File: config.mk
export PLATFORM = sky130hd
export DESIGN_NAME = sem_root
export DESIGN_NICKNAME = d
export VERILOG_FILES = /design/src/sv/sem_pkg.sv /design/src/sv/sem_root.sv
export SDC_FILE = /design/constraint.sdc
export NUM_CORES = 1
export LEC_CHECK = 0
export BUFFER_PORTS_ARGS = -buffer_cell sky130_fd_sc_hd__buf_4
export CAP_MARGIN = 5
export CORE_MARGIN = 2
export CORE_UTILIZATION = 30
export DETAILED_ROUTE_END_ITERATION = 10
export GPL_TIMING_DRIVEN = 0
export HOLD_SLACK_MARGIN = 0.15
export SYNTH_ARGS = -nofsm -noshare
export SYNTH_HDL_FRONTEND = slang
export SYNTH_SLANG_ARGS = --single-unit
File: constraint.sdc
create_clock -name clk -period 13.77 [get_ports clk]
set_clock_uncertainty 0.1 [all_clocks]
set_input_delay 1.377 -clock clk [delete_from_list [all_inputs] [get_ports clk]]
set_output_delay 1.377 -clock clk [all_outputs]
set_load 0.02 [all_outputs]
File: src/sv/sem_pkg.sv
// Package: shared types and constants for the Sobel edge magnitude block.
package sem_pkg;

    localparam int MaxWidth  = 1024;
    localparam int MaxHeight = 1024;
    localparam int ColW      = $clog2(MaxWidth);
    localparam int CntW      = $clog2(MaxWidth * (MaxHeight + 2)) + 1;
    localparam logic [7:0] SatLimit = 8'd255;

    localparam logic [1:0] RegWidth  = 2'd0;
    localparam logic [1:0] RegHeight = 2'd1;

    typedef logic [23:0] pixel_t;

    // per-channel window taps, edge masks applied
    typedef struct packed {
        logic [8:0][7:0] tap;
    } chan_win_t;

endpackage

File: src/sv/sem_root.sv
// Module: per-channel Sobel sums and rounded square root, pipelined.
module sem_root
    import sem_pkg::*;
(
    input  logic      clk,
    input  logic      rst_n,
    input  logic      en,
    input  chan_win_t win,
    output logic [7:0] mag
);

    logic signed [11:0] gx_reg, gy_reg;
    logic signed [11:0] gx_next, gy_next;
    logic [21:0] sum_reg, sum_next;
    // digit-serial root: 8 pipeline steps, one bit each
    logic [21:0] s_pipe [0:8];
    logic [8:0]  n_pipe [0:8];

    // taps: 0..2 top row, 3..5 middle, 6..8 bottom; column left to right
    always_comb
    begin
        gx_next = 12'(win.tap[2]) - 12'(win.tap[0])
                + 12'({win.tap[5], 1'b0}) - 12'({win.tap[3], 1'b0})
                + 12'(win.tap[8]) - 12'(win.tap[6]);
        gy_next = 12'(win.tap[6]) + 12'({win.tap[7], 1'b0}) + 12'(win.tap[8])
                - 12'(win.tap[0]) - 12'({win.tap[1], 1'b0}) - 12'(win.tap[2]);
        sum_next = 22'(gx_reg * gx_reg) + 22'(gy_reg * gy_reg);
    end

    always_ff @(posedge clk or negedge rst_n)
    begin
        if (!rst_n)
        begin
            gx_reg  <= '0;
            gy_reg  <= '0;
            sum_reg <= '0;
        end
        else if (en)
        begin
            gx_reg  <= gx_next;
            gy_reg  <= gy_next;
            sum_reg <= sum_next;
        end
    end

    assign s_pipe[0] = sum_reg;
    assign n_pipe[0] = '0;

    // largest n with n*n - n + 1 <= s, built bit by bit from the top
    for (genvar b = 0; b < 8; b++)
    begin : g_bit
        logic [8:0]  cand;
        logic [19:0] sq;
        logic [21:0] s_r;
        logic [8:0]  n_r;
        assign cand = n_pipe[b] | (9'd1 << (7 - b));
        assign sq   = 20'(cand) * 20'(cand) - 20'(cand) + 20'd1;
        always_ff @(posedge clk or negedge rst_n)
        begin
            if (!rst_n)
            begin
                s_r <= '0;
                n_r <= '0;
            end
            else if (en)
            begin
                s_r <= s_pipe[b];
                n_r <= (22'(sq) <= s_pipe[b]) ? cand : n_pipe[b];
            end
        end
        assign s_pipe[b + 1] = s_r;
        assign n_pipe[b + 1] = n_r;
    end

    // n reaches at most 255 here; sums of 65026 and above saturate
    assign mag = (s_pipe[8] >= 22'd65026) ? SatLimit : n_pipe[8][7:0];

endmodule

==> summary.md <==
• **run status** completed
• **routed via count** 20000
• **Core Region** 0.0970 mm2
• **number of instances resized during post-cts repair** 0
• **WP data arrival** 8.07 ns
• **flip-flop count of the largest register, all copies and words added** 175
• **RSZ-0062 raised after global routing** false
• **final routed wire length divided by cell count** 15.6 um
• **DRT iter0 DRCs** 1100
• **CTS buffer count** 26
• **Slew headroom** 20.8%
• **Min-Delay Path Class** reg2reg
• **number of maximum-capacitance constraint violations** 0
• **RD Place Congestion** 0.841
• **wire length of the first global-routing pass** 114000 um
• **top cells by area, synth** fa_1, dfrtp_1, ha_1
• **Final setup violation count** 0
• **minimum clock period after layout** 7.74 ns
• **total gr overflow** 0
• **die area** 0.101 mm2
• **clk sinks** 257
• **number of hold buffers added after CTS** 0
• **maximum clock frequency** 129 MHz
• **most used flip-flop cell after synthesis** dfrtp_1
• **Worst Setup End Kind** flop
• **Die X-Extent** 317 um
• **boundary pin count** 83
• **Post-synth top cells** inv_1, ha_1, fa_1
• **Syn Std Cell Area** 0.0294 mm2
• **highest net fanout along the worst path** 10
• **clock latency on the worst-skew pair** 0.56 ns
• **number of warnings reported in the yosys synthesis log** 0
• **worst path required time** 14.10 ns
• **detailed-route DRC error count** 0
• **leading cell type by number of instances after synthesis** inv_1
• **number of endpoints with negative hold slack in the final report** 0
• **Detail Placement HPWL** 57500 um
• **aggregate global-route resource usage** 14.1%
• **antenna violations before repair** 1
• **number of nets in the layout** 3941
• **largest net degree at the start of global routing** 111
• **antenna-violating nets left** 0
• **cell chosen for the clock root** clkbuf_16
• **clock tree from TritonCTS** yes
• **Final Slew Violations** 0
• **measured slew at the worst slew-check pin** 1.19 ns
• **share of cells above drive strength 1** 7.97%
• **total nets after synthesis** 3838
• **mean post-synth cell area** 9.84 um2
• **number of cells produced by synthesis** 2992
• **unique cell type count in the Yosys netlist** 70
• **count of flip-flops with a built-in enable after synthesis** 0
• **mean number of vias per cell** 4.57
• **Initial DRT Pass Iterations** 5
• **via count of the first global-routing pass** 21500
• **post-synth top area cell** fa_1
• **number of H-tree levels** 1
• **initial standard-cell utilization of the core** 30.3%
• **DIE HEIGHT** 317 um
• **Setup Total Neg Slack** 0 ns
• **synth-to-layout area growth** 10.5%
• **worst-case clock buffer depth** 3
• **share of the yosys chip area belonging to registers** 21.8%
• **final worst path period share** 56.2%
• **async set-or-reset flop fraction in the synthesized netlist** 100%
• **clock-pin slew on the worst setup and hold paths** 0.06 ns
• **FP Rows** 114
• **kind of launch point of the worst setup path** flop
• **port buffer count** 73
• **setup fix buffers added after clock tree synthesis** 0
• **fraction of synthesized cell area taken by the top area cell type** 25.8%
• **critical path class** reg2reg
• **number of synthesized register bits** 257
• **wirelength, routed** 68600 um
## cells by family after synthesis
group	after synthesis	synth area share, %
and+or+nand+nor	572	9.45
buffers and inverters	719	9.17
xor gates and xnor gates	143	4.28
DFF	257	21.8
muxes	120	4.57
adders and majority gates	771	42.4
AOI/OAI and AO/OA	410	8.24
## final timing paths
path	start	to	slack (ns)	cells after the start
worst max-delay path	gy_reg[11]$_DFFE_PN0P_	sum_reg[21]$_DFFE_PN0P_	6.03	22
worst min-delay path	g_bit[1].s_r[18]$_DFFE_PN0P_	g_bit[2].s_r[18]$_DFFE_PN0P_	0.38	2
worst max register to register	gy_reg[11]$_DFFE_PN0P_	sum_reg[21]$_DFFE_PN0P_	6.03	22
worst min register to register	g_bit[1].s_r[18]$_DFFE_PN0P_	g_bit[2].s_r[18]$_DFFE_PN0P_	0.38	2
max in group asynchronous	rst_n	gy_reg[2]$_DFFE_PN0P_	11.52	3
min in group asynchronous	rst_n	g_bit[7].n_r[5]$_DFFE_PN0P_	0.68	1
## placed cells by master, fill, tap and decap left out, types with 5 or more instances in the layout
cell type / count
o31ai_1: 8
nor3_1: 18
and2_1: 87
clkbuf_1: 75
o21ai_0: 183
a211oi_1: 10
mux2_2: 114
buf_4: 72
nand4_1: 21
o21a_1: 11
or4_1: 6
dfrtp_1: 257
nand3_1: 18
inv_1: 645
clkbuf_8: 5
nor4_1: 11
nor2b_1: 28
mux2i_1: 6
a31oi_1: 10
fa_1: 379
nand2b_1: 28
ha_1: 392
a21o_1: 46
a21oi_1: 88
xnor2_1: 99
nand2_1: 229
a21boi_0: 5
nor2_1: 95
o21bai_1: 15
clkbuf_16: 26
xor2_1: 43
## cell type report
class,count,area (um2)
Clock inverter,8,139
Multi-Input combinational cell,2016,20300
Fill cell,9990,64500
Inverter,646,2420
Sequential cell,257,6430
Clock buffer,37,742
Buffer,73,274
Tap cell,1276,1600
Timing Repair Buffer,75,611
Antenna cell,1,2.50
## worst max-delay path, stage by stage (launching register included)
cell and delay (ns):
dfrtp_1 0.43, clkbuf_1 0.59, and2_1 0.35, fa_1 0.54, inv_1 0.39, fa_1 0.53
fa_1 0.53, inv_1 0.05, fa_1 0.48, fa_1 0.55, inv_1 0.06, fa_1 0.53
inv_1 0.05, fa_1 0.49, ha_1 0.40, a21o_1 0.20, a21o_1 0.17, a21oi_1 0.16
o21ai_2 0.10, o31ai_1 0.31, o21ai_1 0.14, xnor2_1 0.16, mux2_2 0.29
## stage by stage
| stage | cell area (um2) | hold WS (ns) | utilization (%) | setup WS [ns] | std cells |
|---|---|---|---|---|---|
| finish | 32500 | 0.381 | 33.5 | 6.03 | 4389 |
| global route | 32500 | 0.400 | 33.5 | 5.59 | 4388 |
| CTS | 32500 | 0.382 | 33.5 | 5.92 | 4388 |
| detailed placement | 31600 | 0.367 | 32.6 | 5.98 | 4343 |
| global placement | 31600 | 0.362 | 32.6 | 6.01 | 4341 |
| floorplan | 29400 | 0.350 | - | 6.99 | 2992 |
## routing by layer
metal / vias to the layer above / wire length [um] / track usage [%]
met3: 80 / 2730 / 1.88
met4: 0 / 1260 / 2.44
met5: - / 0 / 0
met1: 9968 / 31200 / 18.7
met2: 332 / 33500 / 24.8
li1: 9660 / - / -
Power is not shown: default switching activity piles up to over one toggle a cycle in this logic, so the estimate is an artifact.
